`src/rtl/bf2h_pkg.sv`:
```
// Shared constants and hash step functions for the two-hash Bloom filter.
package bf2h_pkg;

    localparam int DEF_MAX_SLOTS = 65536;

    localparam int HASH_W = 32;
    localparam int BYTE_W = 8;
    localparam int SIZE_W = 17;
    localparam int DATA_W = 32;
    localparam int ADDR_W_APB = 3;

    localparam logic [SIZE_W-1:0] TABLE_SIZE_RESET = 17'd65536;

    // Register index decoded from paddr[2].
    localparam logic REG_TABLE_SIZE = 1'b0;

    localparam logic OP_INSERT = 1'b0;
    localparam logic OP_QUERY  = 1'b1;

    localparam int MUL_SHIFT  = 5;
    localparam int ELF_SHIFT  = 4;
    localparam int FOLD_SHIFT = 24;
    localparam logic [HASH_W-1:0] TOP_NIBBLE = 32'hF000_0000;

    function automatic logic [HASH_W-1:0] sext_byte(input logic [BYTE_W-1:0] b);
        return {{(HASH_W-BYTE_W){b[BYTE_W-1]}}, b};
    endfunction

    // h * 31 + c by shift and subtract; a zero byte c leaves h unchanged.
    function automatic logic [HASH_W-1:0] mul_step(input logic [HASH_W-1:0] h,
                                                   input logic [BYTE_W-1:0] b);
        logic [HASH_W-1:0] r;
        r = h;
        if (b != '0)
        begin
            r = (h << MUL_SHIFT) - h + sext_byte(b);
        end
        return r;
    endfunction

    function automatic logic [HASH_W-1:0] elf_step(input logic [HASH_W-1:0] h,
                                                   input logic [BYTE_W-1:0] b);
        logic [HASH_W-1:0] t;
        logic [HASH_W-1:0] g;
        t = h;
        if (b != '0)
        begin
            t = (h << ELF_SHIFT) + sext_byte(b);
            g = t & TOP_NIBBLE;
            t = (t ^ (g >> FOLD_SHIFT)) & ~g;
        end
        return t;
    endfunction

endpackage

```
`src/rtl/bf2h_mod.sv`:
```
// Shared restoring remainder unit: one quotient bit per cycle over a 32-bit dividend.
module bf2h_mod
    import bf2h_pkg::*;
(
    input  logic              clk,
    input  logic              rst_n,
    input  logic              start,
    input  logic [HASH_W-1:0] dividend,
    input  logic [SIZE_W-1:0] divisor,
    output logic              done,
    output logic [SIZE_W-1:0] remainder
);

    localparam int CNT_W = $clog2(HASH_W);

    logic              busy_reg, busy_next;
    logic              done_reg, done_next;
    logic [CNT_W-1:0]  cnt_reg, cnt_next;
    logic [HASH_W-1:0] dvd_reg, dvd_next;
    logic [SIZE_W-1:0] dvs_reg, dvs_next;
    logic [SIZE_W-1:0] rem_reg, rem_next;
    logic [SIZE_W:0]   trial;

    // The partial remainder stays below the divisor, so one shifted bit fits in SIZE_W+1.
    assign trial = {rem_reg, dvd_reg[HASH_W-1]};

    always_comb
    begin
        busy_next = busy_reg;
        done_next = 1'b0;
        cnt_next  = cnt_reg;
        dvd_next  = dvd_reg;
        dvs_next  = dvs_reg;
        rem_next  = rem_reg;
        if (start)
        begin
            busy_next = 1'b1;
            cnt_next  = '0;
            dvd_next  = dividend;
            dvs_next  = divisor;
            rem_next  = '0;
        end
        else if (busy_reg)
        begin
            dvd_next = dvd_reg << 1;
            if (trial >= {1'b0, dvs_reg})
            begin
                rem_next = SIZE_W'(trial - {1'b0, dvs_reg});
            end
            else
            begin
                rem_next = trial[SIZE_W-1:0];
            end
            cnt_next = cnt_reg + 1'b1;
            if (cnt_reg == CNT_W'(HASH_W - 1))
            begin
                busy_next = 1'b0;
                done_next = 1'b1;
            end
        end
    end

    always_ff @(posedge clk or negedge rst_n)
    begin
        if (!rst_n)
        begin
            busy_reg <= 1'b0;
            done_reg <= 1'b0;
            cnt_reg  <= '0;
        end
        else
        begin
            busy_reg <= busy_next;
            done_reg <= done_next;
            cnt_reg  <= cnt_next;
        end
    end

    always_ff @(posedge clk)
    begin
        dvd_reg <= dvd_next;
        dvs_reg <= dvs_next;
        rem_reg <= rem_next;
    end

    assign done      = done_reg;
    assign remainder = rem_reg;

endmodule

```
`config.mk`:
```
export PLATFORM = sky130hd
export DESIGN_NAME = bf2h_mod
export DESIGN_NICKNAME = d
export VERILOG_FILES = /design/src/rtl/bf2h_pkg.sv /design/src/rtl/bf2h_mod.sv
export SDC_FILE = /design/constraint.sdc
export NUM_CORES = 1
export LEC_CHECK = 0
export ABC_AREA = 1
export BUFFER_PORTS_ARGS = -buffer_cell sky130_fd_sc_hd__buf_2
export CAP_MARGIN = 10
export CORE_MARGIN = 2
export CORE_UTILIZATION = 50
export CTS_CLUSTER_DIAMETER = 80
export DETAILED_ROUTE_END_ITERATION = 7
export GPL_ROUTABILITY_DRIVEN = 0
export HOLD_SLACK_MARGIN = 0.05
export PLACE_DENSITY_LB_ADDON = 0.1
export SYNTH_ARGS = -nofsm -noshare
export SYNTH_HDL_FRONTEND = slang
export SYNTH_SLANG_ARGS = --single-unit
export TNS_END_PERCENT = 50
```
`constraint.sdc`:
```
create_clock -name clk -period 2.1 [get_ports clk]
set_input_delay 0 -clock clk [delete_from_list [all_inputs] [get_ports clk]]
set_output_delay 0 -clock clk [all_outputs]
set_load 0.005 [all_outputs]
```
### Yosys cells after proc, flatten, opt, wreduce, memory -nomap -nowiden

Cells that the tools add are included.

* word-level logic and storage cells: 22
* output and inout port bits: 18
* flip-flop bits (word level): 73
* bits of input ports: 52

* add/subtract/negate cells: 2
* eq/ne operators: 1
* reductions and logical operators: 1
* multiplexer cells: 11
* $lt $le $gt $ge: 1

Operators by type and width (number)
* $mux 32: 2
* $ge 18x17->1: 1
* $mux 17: 1
* $sub 17x17->17: 1
* $mux 5: 2
* $mux 1: 6
* $add 5x1->5 const B: 1
* $eq 5x5->1 const B: 1
* $reduce_bool 2->1: 1

### Logic depth before layout (Yosys ltp)

Gate-level depths: netlist (run 1).

* depth after elaboration: 4
* mapped depth: 14

### Least setup slack after synthesis (run 1)

OpenSTA, ideal clock, no wires.

* kind: reg2reg
* start point: register dvd_reg[31]
* end point: register rem_reg[7] (netlist: remainder[7])
* setup time: 0.150 ns
* data required time: 1.950 ns
* clock period less this slack: 1.926 ns
* arrival time: 1.775 ns
* path slack: 0.174 ns
* cell stages (with the launch flop): 12
* path through: edfxtp_1 -> inv_1 -> ha_1 -> inv_1 -> fa_1 -> nand3_1 -> nand3_2 -> nand2_4 -> buf_2 -> nand3_1 -> nand3_2 -> o21ai_2

* cells in the longest elaborated chain, start to end: 2
* elaborated cells between the ends (all ways): 3
* those cells by class: add/sub: 1; order compare: 1; mux: 1

RTL lines
* from (decl): RTL line bf2h_mod.sv:19 `logic [HASH_W-1:0] dvd_reg, dvd_next;`
* from (signal assigned): RTL line bf2h_mod.sv:81 `dvd_reg <= dvd_next;`
* $sub 17x17->17 / $ge 18x17->1 (equally long branches): RTL line bf2h_mod.sv:48, bf2h_mod.sv:46
* $mux 17 (*): RTL line bf2h_mod.sv:46 `if (trial >= {1'b0, dvs_reg})`
* to (signal assigned): RTL line bf2h_mod.sv:83 `rem_reg <= rem_next;`
* to (decl): RTL line bf2h_mod.sv:21 `logic [SIZE_W-1:0] rem_reg, rem_next;`

Every way passes the cells marked *; elsewhere a longest branch is shown, timed or not.
A chain may end at the register's enable or synchronous reset.

### Final worst setup path (run 1)

* start point: register rem_reg[4] (netlist: remainder[4])
* end point: register rem_reg[11] (netlist: remainder[11])

* cells in the longest elaborated chain, start to end: 2
* elaborated cells between the ends (all ways): 3
* those cells by class: add/sub: 1; order compare: 1; mux: 1

RTL lines (RTL line)
* $sub 17x17->17 / $ge 18x17->1 (equally long branches): bf2h_mod.sv:48, bf2h_mod.sv:46
* $mux 17 (*): bf2h_mod.sv:46

Marked as above.

==> qor.yml, run 1 <==
rows: 33
timing.fmax_mhz: 505.8
leakagePower_nw: 2.890
hp-class: "in2reg"
die_w_um: 96.26
wl_um: 10060
cts.path.max_buffers: 2
met3_usage_pct: 4.699
fin_cells: 782
netlist-cell-type-count: 37
grt_util_met1_pct: 30.13
port_buffers: 69
critPathMaxFanout: 7
hold_end: "dvs_reg[14]$_DFFE_PP_"
period_needed_ns: 1.977
postSynthAreaPerCell_um2: 7.924
start_util_pct: 51.79
crit_arrival_ns: 2.21
startpoint: "remainder[4]$_SDFFE_PP0P_"
cts.sinks: 73
clk_pin_slew_ns: 0.09
grt-ovfl-total: 0
synth-compound-area-share_pct: 2.793
setup_tns_ns: 0
antenna_cells: 0
peakVddDrop_uv: 450.1
synthSimpleGateAreaFrac_pct: 34.11
grt_pass1_vias: 3644
synthAdderAreaFrac_pct: 6.057
hold_slack_ns: 0.3534
rr_startpoint: "remainder[4]$_SDFFE_PP0P_"
fillCellCount: 722
ff_latch_area_um2: 1987
vias: 3803
syn_nets: 609
hold_start: "divisor[14]"
cts_tree: "yes"
synth_area_um2: 4255
worst-setup-path-type: "reg2reg"
async_flop_share_pct: 9.589
total_power_mw: 5.823
multi_input_area_um2: 1951
ys_seq_elements: 73
tightestPinTransition_ns: 0.3780
synth_xor_area_share_pct: 1.441
r2r_end: "remainder[11]$_SDFFE_PP0P_"
place_hpwl_um: 6769
slew_violations: 0
dieArea_um2: 9265
slew_headroom_pct: 74.77
area_growth_pct: 30.17
cts_made_buffers: 9
fp.dieH_um: 96.26
io_pins: 70
synth_warnings: 0
place_ws_ns: 0.07276
setup_ws_ns: 0.1231
insertion_delay_ns: 0.35
synth_edf_count: 49
drv_cap: 0
fin_nets: 744
drive_gt1_share_pct: 20.38
p_per_area_nw_per_um2: 1051
startpoint_type: "flop"
endpoint_kind: "flop"
final_core_util_pct: 67.41
muxShareOfSynthArea_pct: 0
rsz0062_at_grt: "true"
drt_first_iter_violations: 187
dr.pass1.iters: 5
hold_viol_final: 0
fin_crit_sh_pct: 94.14
grt_antenna_before_repair: 0
htree_num_levels: 3
reg2reg_depth: 12
antenna_left: 0
skew_ns: 0.01794
synth_top_family_by_area: "simple AND/OR/NAND/NOR gates"
wl_per_cell_um: 12.86
synth-seq-area-share_pct: 46.69
via_per_inst: 4.863
final_cell_area_um2: 5539
clockRootBuffer: "clkbuf_8"
largest_reg_flops: 32
postSynthCellCount: 537
core_area_um2: 8217
track_usage_pct: 23.45
dpl.cell_count: 712
grt_max_degree: 32
rrSetupSlack_ns: 0.12
setup_viol: 0
grt_use_met2_pct: 39.93
yosysTopAreaCell: "edfxtp_1"
holdPathStages: 2
grt_pass1_wl_um: 16570
synth_ff_type: "edfxtp_1"
synthTopCellsByArea: "edfxtp_1 35%, nand2_1 19%, dfxtp_1 8.0%"
cp.required_ns: 2.34
top_usage_layer: "met2"
yosys.area.top_type_share_pct: 34.58
status: "finished, final reports clean"
post_dp_cell_area_um2: 4775
drc: 0
==> worst max-delay path by stage <==
stage	end	cells past startpoint	slack [ns]
5_1_grt	remainder[0]$_SDFFE_PP0P_	13	-0.008
4_1_cts	remainder[11]$_SDFFE_PP0P_	11	0.04
3_3_place_gp	remainder[10]$_SDFFE_PP0P_	11	0.12
2_1_floorplan	remainder[7]$_SDFFE_PP0P_	11	0.17
3_5_place_dp	remainder[2]$_SDFFE_PP0P_	11	0.07
6_report	remainder[11]$_SDFFE_PP0P_	12	0.12
==> worst max-delay path, stage by stage, from the launching register on <==
cell and delay (ns):
dfxtp_1 0.34, ha_1 0.38, nand2_2 0.15, inv_1 0.07, nand2_1 0.07, nand2_1 0.05, nand2_1 0.11, nand3_4 0.14
nand2_8 0.15, buf_4 0.16, nand3b_1 0.10, nand3_2 0.08, nand2_1 0.05
==> timing repair <==
| action | CTS | global route |
|---|---|---|
| hold buffers | 52 | 0 |
| setup endpoints to repair | 0 | 16 |
| hold endpoints to repair | 59 | 0 |
| resized for setup | 0 | 15 |
| setup buffers | 0 | 1 |
==> metal layers <==
metal | vias to the layer above | part of all wire (%)
met2 | 122 | 48
met1 | 1703 | 45
met3 | 11 | 5.9
li1 | 1967 | -
met5 | - | 0
met4 | 0 | 0.97
==> cell usage after synthesis, types with 6 or more instances <==
master,number
nand3_2,12
ha_1,19
inv_1,80
nor2_1,19
edfxtp_1,49
nor3_1,6
clkbuf_1,7
nand2_2,7
nand2_1,215
dfxtp_1,17
nand3_1,35
a21oi_1,10
o21ai_0,9
nand3b_1,9
dfrtp_1,7
==> final cells by class <==
| type | instances | area share [%] |
|---|---|---|
| multi-input combinational | 370 | 35.22 |
| clock buffer | 10 | 2.304 |
| inverter | 83 | 5.625 |
| clock inverter | 6 | 0.6551 |
| timing repair buffer | 135 | 17.96 |
| sequential | 73 | 35.87 |
| tap | 105 | 2.372 |
==> report_power, final <==
part | internal (mW) | switching (mW) | total (mW) | leakage (nW)
clock network | 0.423 | 0.545 | 0.968 | 0.0858
logic | 1.18 | 1.73 | 2.91 | 2.05
registers | 1.78 | 0.164 | 1.94 | 0.750
==> cell families after synthesis <==
kind of cell,Yosys count
simple gates,320
buf+inv,95
flops,73
compound gates,22
fa+ha+maj,20
xor+xnor,7
==> cell usage in the layout, fill, tap and decap left out, drive strengths merged <==
master	synthesis	layout
edfxtp	49	49
a31oi	1	1
a22o	1	1
xor2	2	2
nor4	1	1
inv	82	82
nand3	47	47
nor3	7	7
o21ai	10	10
clkinv	1	6
dlygate4sd3	0	52
clkbuf	7	10
nand2	224	225
nand4	4	4
ha	19	19
and3	1	1
nand3b	9	9
nor2	23	23
a21oi	10	10
dfrtp	7	7
and2	1	1
xnor2	5	5
buf	5	83
fa	1	1
clkinvlp	0	1
dfxtp	17	17
or2	3	3
No activity file was read; power rests on OpenSTA's default activity.
==> run 2: changes to the inputs <==
--- a/config.mk
+++ b/config.mk
@@ -14,7 +14,7 @@
 export DETAILED_ROUTE_END_ITERATION = 7
 export GPL_ROUTABILITY_DRIVEN = 0
 export HOLD_SLACK_MARGIN = 0.05
-export PLACE_DENSITY_LB_ADDON = 0.1
+export PLACE_DENSITY = 0.75
 export SYNTH_ARGS = -nofsm -noshare
 export SYNTH_HDL_FRONTEND = slang
 export SYNTH_SLANG_ARGS = --single-unit
==> run 2 against run 1 <==
Against the previous run: first-iteration DRC count rose by 74%; global-route usage grew 0.99 points; maximum frequency rose by 0.72%; count of clock-buffer cells in the layout fell by 1; routed wire length up 3.5%; register-to-register slack barely moved; setup slack better by 0.014 ns; clock power increased by 30%; utilization about the same; hold slack worse by 0.21 ns; sequential cell count did not move; design area about the same.
==> qor.yml, run 2 (synthesized netlist as in run 1, its figures left out) <==
critPathSlowestCell: "edfxtp_1"
antenna_left: 0  # unchanged
rsz0062_at_grt: "true"
area_growth_pct: 30.26  # about the same
cp_common_cell: "nand2_1"
fin_nets: 740  # -0.54%
peakVddDrop_uv: 448.1  # -0.44%
wl_per_cell_um: 13.38  # +4.0%
grt_pass1_vias: 3812  # +4.6%
fin_crit_sh_pct: 93.46  # -0.67 points
via_per_inst: 4.996  # +2.7%
critPathMaxFanout: 4  # -3
fp.dieH_um: 96.26  # unchanged
track_usage_pct: 24.44  # +0.99 points
clk_pin_slew_ns: 0.09  # about the same
cp.required_ns: 2.35  # about the same
drive_gt1_share_pct: 20.21  # -0.18 points
timing.fmax_mhz: 509.5  # +0.72%
tightestPinTransition_ns: 0.7201  # +0.3421 ns
final_common_cell: "nand2_1"
final_cell_mix: "212 x nand2_1, 78 x inv_1, 69 x buf_2"
largest_reg_flops: 32  # unchanged
dr.pass1.iters: 5  # unchanged
leakagePower_nw: 2.904  # +0.48%
slew_headroom_pct: 51.94  # -23 points
grt_max_degree: 55  # +72%
cts_tree: "yes"
drt_first_iter_violations: 325  # +74%
hold_slack_ns: 0.1417  # -0.2117 ns
die_w_um: 96.26  # unchanged
p_per_area_nw_per_um2: 1092  # +3.8%
ff_latch_area_um2: 1987  # unchanged
period_needed_ns: 1.963  # -0.01414 ns
hp-class: "in2reg"
final_core_util_pct: 67.46  # about the same
holdPathStages: 4  # +2
htree_num_levels: 3  # unchanged
core_area_um2: 8217  # unchanged
port_buffers: 69  # unchanged
slew_violations: 0  # unchanged
startpoint_type: "flop"
critPathBufInv: 2  # unchanged
io_pins: 70  # unchanged
multi_input_area_um2: 1918  # -1.7%
cts_made_buffers: 9  # unchanged
grt_pass1_wl_um: 17370  # +4.8%
status: "finished, final reports clean"
crit_arrival_ns: 2.21  # about the same
endpoint_kind: "flop"
critical-path-top-delay-family: "simple AND/OR/NAND/NOR gates"
insertion_delay_ns: 0.36  # about the same
hold_viol_final: 0  # unchanged
grt_antenna_before_repair: 0  # unchanged
worst-setup-path-type: "reg2reg"
grt-ovfl-total: 0  # unchanged
rows: 33  # unchanged
cts_setup_buffers: 0  # unchanged
max_stage_delay_ns: 0.39  # about the same
place_hpwl_um: 7003  # +3.4%
vias: 3887  # +2.2%
crit_chain: "inv_2, ha_1, inv_2, fa_2, nand2_1, nand2_1, nand3_1, nand2_2, nand2_2, nand2_1, nand2_1, nand3_2, nand3_1, nand2_1"
fillCellCount: 678  # -6.1%
cts.path.max_buffers: 2  # unchanged
total_power_mw: 6.051  # +3.9%
dieArea_um2: 9265  # unchanged
skew_ns: 0.01772  # -0.0002197 ns
start_util_pct: 51.79  # unchanged
setup_viol: 0  # unchanged
wl_um: 10410  # +3.5%
drc: 0  # unchanged
cts.sinks: 73  # unchanged
drv_cap: 0  # unchanged
reg2reg_depth: 14  # +2
crit_cells: 14  # +2
antenna_cells: 0  # unchanged
clockRootBuffer: "clkbuf_8"
[run 2: tightest hold or removal path, delay by kind of cell]
family                 cells  cell delay [ns]
buffers and inverters      1             0.15
and+or+nand+nor            3             0.30
[run 2: cell type report]
class,instances,share of cell area [%]
sequential,73,35.85
timing repair buffer,132,17.49
clock inverter,7,1.828
tap,105,2.370
multi-input combinational,369,34.60
inverter,83,5.621
clock buffer,9,2.235
[run 2: final timing paths]
check / from / end / slack [ns]
worst max-delay path: dvd_reg[31]$_DFFE_PP_ / remainder[12]$_SDFFE_PP0P_ / 0.14
worst min register to register: remainder[14]$_SDFFE_PP0P_ / remainder[14]$_SDFFE_PP0P_ / 0.49
min in group asynchronous: rst_n / cnt_reg[4]$_DFFE_PN0P_ / 0.62
max in group asynchronous: rst_n / busy_reg$_DFF_PN0_ / 1.22
worst max register to register: dvd_reg[31]$_DFFE_PP_ / remainder[12]$_SDFFE_PP0P_ / 0.14
worst min-delay path: start / remainder[14]$_SDFFE_PP0P_ / 0.14
[run 2: per-layer routing]
metal  part of all wire [%]  up-vias  wire (um)  global-route usage [%]
li1                       -     1957          -                       -
met1                     43     1788       4522                   30.85
met2                     49      120       5108                   41.78
met3                    5.6       22        581                   5.012
met4                    1.9        0        195                   7.976
met5                      0        -          0                       0
[run 2: where the power goes]
group | switching [mW] | leakage (nW) | internal [mW]
logic | 1.70 | 2.04 | 1.15
registers | 0.169 | 0.750 | 1.78
clock network | 0.575 | 0.113 | 0.682
[run 2: timing repair]
item,4_1_cts,5_1_grt
endpoints found under the hold margin,56,0
resized for setup,0,13
hold buffers,51,0
setup endpoints to repair,0,23
[run 2: metrics by stage]
step                cells  area [um2]  setup TNS (ns)  setup WS [ns]
finish                778        5543               0         0.1373
global route          778        5543        -0.04812       -0.01995
CTS                   778        5503               0        0.04292
detailed placement    711        4767               0        0.07565
global placement      711        4767               0        0.09872
floorplan             537        4255               0         0.1742
==> run 3: changes to the inputs <==
--- a/config.mk
+++ b/config.mk
@@ -14,6 +14,7 @@
 export DETAILED_ROUTE_END_ITERATION = 7
 export GPL_ROUTABILITY_DRIVEN = 0
 export HOLD_SLACK_MARGIN = 0.05
+export MAX_ROUTING_LAYER = met4
 export PLACE_DENSITY = 0.75
 export SYNTH_ARGS = -nofsm -noshare
 export SYNTH_HDL_FRONTEND = slang
==> run 3 against run 2 <==
Against the previous run: register-to-register slack about the same; sequential power about the same; clock power about the same; setup slack better by 0.0014 ns; first-iteration DRC count down 5.8%; combinational power about the same; largest power group unchanged.
==> qor.yml, run 3 (synthesized netlist as in run 1, its figures left out) <==
vias: 3915  # +0.72%
crit_chain: "inv_2, ha_1, inv_2, fa_2, nand2_1, nand2_1, nand3_1, nand2_2, nand2_2, nand2_1, nand2_1, nand3_2, nand3_1, nand2_1"
io_pins: 70  # unchanged
htree_num_levels: 3  # unchanged
area_growth_pct: 30.26  # unchanged
drive_gt1_share_pct: 20.21  # unchanged
dr.pass1.iters: 4  # -1
skew_ns: 0.01792  # +0.0002031 ns
cts_made_buffers: 9  # unchanged
cts.sinks: 73  # unchanged
cts.path.max_buffers: 2  # unchanged
fp.dieH_um: 96.26  # unchanged
rsz0062_at_grt: "true"
setup_viol: 0  # unchanged
timing.fmax_mhz: 509.9  # about the same
fin_cells: 778  # unchanged
port_buffers: 69  # unchanged
final_common_cell: "nand2_1"
fin_nets: 740  # unchanged
place_hpwl_um: 7003  # unchanged
top_usage_layer: "met2"
p_per_area_nw_per_um2: 1092  # about the same
die_w_um: 96.26  # unchanged
status: "finished, final reports clean"
track_usage_pct: 25.16  # +0.72 points
start_util_pct: 51.79  # unchanged
slew_violations: 0  # unchanged
antenna_left: 0  # unchanged
drc: 0  # unchanged
antenna_cells: 0  # unchanged
insertion_delay_ns: 0.36  # about the same
grt_max_degree: 55  # unchanged
place_ws_ns: 0.07565  # unchanged
peakVddDrop_uv: 448.5  # about the same
tightestPinTransition_ns: 0.7071  # -0.01294 ns
grt-ovfl-total: 0  # unchanged
grt_antenna_before_repair: 0  # unchanged
crit_arrival_ns: 2.21  # about the same
reg2reg_depth: 14  # unchanged
hp-class: "in2reg"
rows: 33  # unchanged
hold_slack_ns: 0.1279  # -0.01387 ns
largest_reg_flops: 32  # unchanged
dieArea_um2: 9265  # unchanged
cp_common_cell: "nand2_1"
endpoint_kind: "flop"
critPathSlowestCell: "edfxtp_1"
leakagePower_nw: 2.904  # unchanged
clk_pin_slew_ns: 0.09  # about the same
setup_ws_ns: 0.1387  # +0.001420 ns
grt_use_met2_pct: 41.90  # +0.12 points
fin_crit_sh_pct: 93.40  # about the same
startpoint_type: "flop"
via_per_inst: 5.032  # +0.72%
core_area_um2: 8217  # unchanged
cts_tree: "yes"
met3_usage_pct: 4.699  # -0.31 points
wl_per_cell_um: 13.42  # +0.29%
holdPathStages: 4  # unchanged
cp.required_ns: 2.35  # about the same
grt_pass1_vias: 3820  # +0.21%
grt_pass1_wl_um: 17340  # -0.16%
slew_headroom_pct: 52.81  # +0.86 points
drv_cap: 0  # unchanged
final_cell_mix: "212 x nand2_1, 78 x inv_1, 69 x buf_2"
critPathMaxFanout: 4  # unchanged
wl_um: 10440  # +0.29%
grt_util_met1_pct: 31.01  # +0.15 points
clockRootBuffer: "clkbuf_8"
fillCellCount: 678  # unchanged
period_needed_ns: 1.961  # -0.001420 ns
hold_viol_final: 0  # unchanged
dpl.cell_count: 711  # unchanged
cts_setup_buffers: 0  # unchanged
worst-setup-path-type: "reg2reg"
max_stage_delay_ns: 0.39  # about the same
setup_tns_ns: 0  # unchanged
drt_first_iter_violations: 306  # -5.8%
## run 3: final timing paths
kind | from | end | slack (ns)
setup / recovery | dvd_reg[31]$_DFFE_PP_ | remainder[12]$_SDFFE_PP0P_ | 0.14
hold / removal | start | remainder[14]$_SDFFE_PP0P_ | 0.13
setup reg to reg | dvd_reg[31]$_DFFE_PP_ | remainder[12]$_SDFFE_PP0P_ | 0.14
hold reg to reg | remainder[14]$_SDFFE_PP0P_ | remainder[14]$_SDFFE_PP0P_ | 0.49
max in group asynchronous | rst_n | busy_reg$_DFF_PN0_ | 1.22
min in group asynchronous | rst_n | cnt_reg[4]$_DFFE_PN0P_ | 0.62
## run 3: cell type report
| class | instances | area (um2) | area share [%] |
|---|---|---|---|
| Sequential cell | 73 | 1987 | 35.85 |
| Multi-Input combinational cell | 369 | 1918 | 34.60 |
| Timing Repair Buffer | 132 | 969.7 | 17.49 |
| Inverter | 83 | 311.5 | 5.621 |
| Tap cell | 105 | 131.4 | 2.370 |
| Clock buffer | 9 | 123.9 | 2.235 |
| Clock inverter | 7 | 101.3 | 1.828 |
## run 3: repair_timing
action                     in CTS  in global routing
hold buffers                   51                  0
hold endpoints to repair       56                  0
setup endpoints to repair       0                 25
gates resized for setup         0                 13
## run 3: per-layer routing
metal | wire length [um] | vias up
li1 | - | 1956
met1 | 4568 | 1819
met2 | 5114 | 114
met3 | 559 | 26
met4 | 195 | 0
met5 | 0 | -
## run 3: power by group
part / leakage, nW / total (mW) / switching [mW] / internal (mW)
logic: 2.04 / 2.84 / 1.70 / 1.15
clock network: 0.113 / 1.26 / 0.580 / 0.682
registers: 0.750 / 1.95 / 0.168 / 1.78
total: 2.90 / 6.05 / 2.44 / 3.61
## run 3: stage by stage
step | area (um2) | util, % | power [mW]
CTS | 5503 | 66.97 | 5.993
global route | 5543 | 67.46 | 6.535
detailed placement | 4767 | 58.02 | 4.641
floorplan | 4255 | - | 3.965
finish | 5543 | 67.46 | 6.053
global placement | 4767 | 58.02 | 4.575
## run 3: worst max-delay path, delay by kind of cell, from the launching register on
| kind | cells | cell delay (ns) |
|---|---|---|
| adders and majority gates | 2 | 0.54 |
| DFF | 1 | 0.39 |
| and+or+nand+nor | 10 | 0.80 |
| buffers and inverters | 2 | 0.13 |
